[config.mk]
export PLATFORM = sky130hd
export DESIGN_NAME = kufj_ctrl
export DESIGN_NICKNAME = d
export VERILOG_FILES = /design/src/kufj_pkg.sv /design/src/kufj_ctrl.sv
export SDC_FILE = /design/constraint.sdc
export NUM_CORES = 1
export LEC_CHECK = 0
export ABC_AREA = 1
export ABC_CLOCK_PERIOD_IN_PS = 3650
export BUFFER_PORTS_ARGS = -buffer_cell sky130_fd_sc_hd__clkbuf_2
export CORE_AREA = 2 2 41 47
export CTS_BUF_LIST = sky130_fd_sc_hd__clkbuf_8
export CTS_CLUSTER_DIAMETER = 40
export CTS_CLUSTER_SIZE = 25
export DETAILED_ROUTE_END_ITERATION = 12
export DIE_AREA = 0 0 43 49
export MAX_ROUTING_LAYER = met4
export SYNTH_ARGS = -nofsm -noshare
export SYNTH_HDL_FRONTEND = slang
export SYNTH_SLANG_ARGS = --single-unit
[constraint.sdc]
create_clock -name clk -period 3.65 [get_ports clk]
set_input_delay 0.1825 -clock clk [delete_from_list [all_inputs] [get_ports clk]]
set_output_delay 0.1825 -clock clk [all_outputs]
set_load 0.02 [all_outputs]
[src/kufj_pkg.sv]
`timescale 1ns / 1ps
// ----------------------------------------------------------------------------
// kufj_pkg
// Shared widths, state and select codes, and the controller/datapath
// command and status words for the union-find edge joiner.
// ----------------------------------------------------------------------------
package kufj_pkg;

    localparam int ID_W          = 10;
    localparam int WGT_W         = 31;
    localparam int TOT_W         = 41;
    localparam int CNT_W         = 10;
    localparam int NC_W          = 11;
    localparam int ID_SPAN       = 1 << ID_W;
    localparam int NC_RESET      = 1024;
    localparam int MAX_NODES_DEF = 1024;

    localparam int S_FIELDS_W = 2 * ID_W + WGT_W;
    localparam int S_DATA_W   = ((S_FIELDS_W + 7) / 8) * 8;
    localparam int M_FIELDS_W = 1 + TOT_W + CNT_W + 1 + 1;
    localparam int M_DATA_W   = ((M_FIELDS_W + 7) / 8) * 8;

    typedef enum logic [2:0] {
        ST_CLEAR,
        ST_IDLE,
        ST_WALK_A,
        ST_COMP_A,
        ST_WALK_B,
        ST_COMP_B,
        ST_LINK
    } state_t;

    typedef enum logic [1:0] {
        RD_INPUT,
        RD_DATA,
        RD_START_A,
        RD_START_B
    } rd_sel_t;

    typedef struct packed {
        logic    clr_wr;
        logic    load_in;
        logic    rd_en;
        rd_sel_t rd_sel;
        logic    phase_b;
        logic    root_ld;
        logic    comp_wr;
        logic    link;
    } cmd_t;

    typedef struct packed {
        logic bad_in;
        logic is_root;
        logic comp_end;
        logic clr_last;
        logic out_free;
    } sts_t;

endpackage

[src/kufj_ctrl.sv]
`timescale 1ns / 1ps
// ----------------------------------------------------------------------------
// kufj_ctrl
// Sequencer: clearing pass, two root walks with compression, then link and
// result load.
// ----------------------------------------------------------------------------
module kufj_ctrl
    import kufj_pkg::*;
(
    input  logic clk,
    input  logic rst_n,
    input  logic s_tvalid,
    output logic in_ready,
    input  sts_t sts,
    output cmd_t cmd
);

    state_t state_reg;
    state_t state_next;

    always_ff @(posedge clk or negedge rst_n)
    begin
        if (!rst_n)
        begin
            state_reg <= ST_CLEAR;
        end
        else
        begin
            state_reg <= state_next;
        end
    end

    always_comb
    begin
        state_next  = state_reg;
        in_ready    = 1'b0;
        cmd         = '0;
        cmd.rd_sel  = RD_DATA;
        unique case (state_reg)
            ST_CLEAR:
            begin
                cmd.clr_wr = 1'b1;
                if (sts.clr_last)
                begin
                    state_next = ST_IDLE;
                end
            end
            ST_IDLE:
            begin
                in_ready = 1'b1;
                if (s_tvalid)
                begin
                    cmd.load_in = 1'b1;
                    cmd.rd_en   = 1'b1;
                    cmd.rd_sel  = RD_INPUT;
                    state_next  = sts.bad_in ? ST_LINK : ST_WALK_A;
                end
            end
            ST_WALK_A:
            begin
                cmd.rd_en = 1'b1;
                if (sts.is_root)
                begin
                    cmd.root_ld = 1'b1;
                    cmd.rd_sel  = RD_START_A;
                    state_next  = ST_COMP_A;
                end
            end
            ST_COMP_A:
            begin
                cmd.comp_wr = 1'b1;
                cmd.rd_en   = 1'b1;
                if (sts.comp_end)
                begin
                    cmd.rd_sel = RD_START_B;
                    state_next = ST_WALK_B;
                end
            end
            ST_WALK_B:
            begin
                cmd.phase_b = 1'b1;
                cmd.rd_en   = 1'b1;
                if (sts.is_root)
                begin
                    cmd.root_ld = 1'b1;
                    cmd.rd_sel  = RD_START_B;
                    state_next  = ST_COMP_B;
                end
            end
            ST_COMP_B:
            begin
                cmd.phase_b = 1'b1;
                cmd.comp_wr = 1'b1;
                if (sts.comp_end)
                begin
                    state_next = ST_LINK;
                end
                else
                begin
                    cmd.rd_en = 1'b1;
                end
            end
            ST_LINK:
            begin
                if (sts.out_free)
                begin
                    cmd.link   = 1'b1;
                    state_next = ST_IDLE;
                end
            end
            default:
            begin
                state_next = ST_IDLE;
            end
        endcase
    end

endmodule

==> impl_metrics.csv <==
group,metric,value,unit
synth,postSynthAreaPerCell,6.28,sq um
synth,ys_ff_latch,3,
synth,synthFlopType,"dfrtp_1",
worst_setup_path,cp_max_fo,11,
synth,syn_inst,62,
drt,drt_wl_total,904,um
worst_setup_path,endpoint_kind,"output port",
synth,seq_area_frac_synth,19.3,%
synth,netlist_area,389,sq um
floorplan,die_width,43,um
worst_setup_path,start_kind,"flop",
floorplan,core,1680,sq um
cells_and_area,final_cell_area,518,sq um
sta,period_share,46.8,%
sta,slew_viol_final,0,
floorplan,start_util,23.1,%
clocking,ctsHtreeMaxLevel,1,
cells_and_area,nets,90,
power_and_ir_drop,internal_power,0.248,mW
synth,synth_top_area_share,19.3,%
cells_and_area,area_delta_synth_final,33.1,%
drt,drt-vias-per-instance,4.41,
drt,vias,437,
synth,ys_warn_count,0,
place,placed_area,463,sq um
floorplan,rows,16,
power_and_ir_drop,power_frac_comb,64.8,%
drt,routedWlPerCell,9.13,um
clocking,clkSlewWorstSetupHoldPaths,0.03,ns
sta,tns,0,ns
clocking,postCtsSetupBuffers,0,
sta,tightest_slew,0.380,ns
drt,ant_nets,0,
grt,overflow,0,
drt,drtIter0Drc,8,
power_and_ir_drop,p_seq_share,18.6,%
floorplan,die_area,2110,sq um
sta,fin_crit,1.71,ns
clocking,cts_buffers,3,
worst_setup_path,critPathArrivalTime,1.52,ns
synth,yosysTopAreaCell,"dfrtp_1",
floorplan,die_h,49,um
power_and_ir_drop,power_frac_clock,16.5,%
grt,grtUsageTotal,9.87,%
worst_setup_path,critPathRequiredTime,3.47,ns
sta,slew_headroom,74.7,%
sta,rsz0062_at_grt,"no",
grt,grt_pass1_vias,335,
cells_and_area,largest_reg_flops,3,
synth,synthArstFlopShare,100,%
outcome,status,"completed",
cells_and_area,drive_gt1_share,40.7,%
drt,drtPass1Iterations,4,
clocking,clock_path_buffers,2,
place,place_congestion,0.812,
clocking,clock-sinks,3,
power_and_ir_drop,switching_share,55.2,%
grt,grt_start_max_net_pins,12,
grt,grt_pass1_wl,1590,um
place,preCtsSetupSlack,2.18,ns
synth,synthTopCellsByArea,"dfrtp_1, nand2_1, nor2_2",
grt,antenna_found_initial,0,
sta,fmax,586,MHz
sta,setup_ws,1.94,ns
synth,ys_types,19,
place,io_buffers,17,
synth,synth_edf_count,0,
clocking,cts_tree,"yes",
power_and_ir_drop,power.leakage,0.308,nW
power_and_ir_drop,p_switching,0.306,mW
place,hpwl,740,um
hold_path,hold_class,"in2async",
worst_setup_path,crit_type,"reg2out",
sta,clock_skew,0.000313,ns
synth,synth_fp_nets,70,
sta,setup_viol,0,
clocking,ctsRootBufferMaster,"clkbuf_8",
power_and_ir_drop,powerDensity,1070,nW/um^2
power_and_ir_drop,peakVddDrop,0.420,mV
floorplan,pin_count,18,
synth,netlist_top_cells_count,"nand2_1, inv_1, nor2_2",
synth,yosysMostFrequentCell,"nand2_1",
sta,hold_viol,0,
clocking,insertion_delay,0.21,ns
cells_and_area,antenna_cells,0,
flow_run,cap_violations,0,
drt,drc,0,
-- metrics by stage --
stage          hold WS (ns)  total power, mW  util [%]  std cells
3_5_place_dp        -0.0174            0.463      27.5         94
2_1_floorplan        -0.113            0.404         -         62
6_report              0.302            0.554      30.8         99
5_1_grt               0.304            0.610      30.8         99
4_1_cts               0.301            0.561      30.8         99
3_3_place_gp        -0.0176            0.466      27.5         94
-- final cells by class --
type	instances	area [sq um]
Timing Repair Buffer	18	95.1
Sequential cell	3	75.1
Multi-Input combinational cell	45	236
Fill cell	203	1160
Clock buffer	3	41.3
Tap cell	18	22.5
Inverter	11	43.8
Clock inverter	1	3.75
-- routing by layer --
| layer | track usage (%) | part of all wire, % |
|---|---|---|
| met5 | - | 0 |
| met4 | 3.03 | 0 |
| met3 | 3.70 | 7.9 |
| met2 | 12.4 | 42 |
| met1 | 14.4 | 50 |
-- power by group through the flow --
stage          Sequential [mW]  Clock [mW]  Combinational [mW]
6_report                 0.103      0.0915               0.359
5_1_grt                  0.108       0.101               0.401
4_1_cts                  0.104      0.0947               0.363
3_5_place_dp             0.104           0               0.360
3_3_place_gp             0.106           0               0.360
2_1_floorplan           0.0598           0               0.344
-- critical path: stages (launching register included) --
cell and delay, ns:
dfrtp_1 0.50, nor2_2 0.22, inv_1 0.08, o21a_1 0.20
o22ai_1 0.12, clkbuf_2 0.19
-- worst paths after layout --
check / slack (ns) / cells after the start / to / startpoint
max in group asynchronous: 3.24 / 2 / state_reg[1]$_DFFE_PN0P_ / rst_n
setup reg to reg: 2.30 / 7 / state_reg[2]$_DFFE_PN0P_ / state_reg[2]$_DFFE_PN0P_
min in group clk: 0.38 / 5 / state_reg[2]$_DFFE_PN0P_ / sts[4]
hold reg to reg: 0.68 / 2 / state_reg[0]$_DFFE_PN0P_ / state_reg[0]$_DFFE_PN0P_
setup / recovery: 1.94 / 5 / cmd[5] / state_reg[1]$_DFFE_PN0P_
hold / removal: 0.30 / 2 / state_reg[2]$_DFFE_PN0P_ / rst_n
-- logic make-up (layout without fill, tap and decap cells) --
logic type / Yosys count / after routing / share of synthesized area (%)
AO/OA/AOI/OAI: 5 / 5 / 8.68
flip-flops: 3 / 3 / 19.3
buffers and inverters: 14 / 33 / 19.9
AND/OR/NAND/NOR: 40 / 40 / 52.1
-- layout by cell type (no fill, tap or decap) --
cell type      instances
clkbuf_2              17
clkbuf_8               3
dfrtp_1                3
dlygate4sd3_1          1
inv_1                  9
inv_2                  2
inv_4                  1
nand2_1               16
nand2_2                2
nand3_1                5
nand3b_1               1
nand4_1                2
nand4_2                1
nor2_1                 5
nor2_2                 6
nor2_4                 1
nor3_1                 1
o2111ai_1              1
o21a_1                 1
o21ai_0                1
o22ai_1                2
-- timing repair --
item | in CTS | in global routing
hold endpoints to repair | 3 | 0
resized for setup | 0 | 0
hold buffers | 1 | 0
Note: power is estimated with default switching activity, not from simulation.
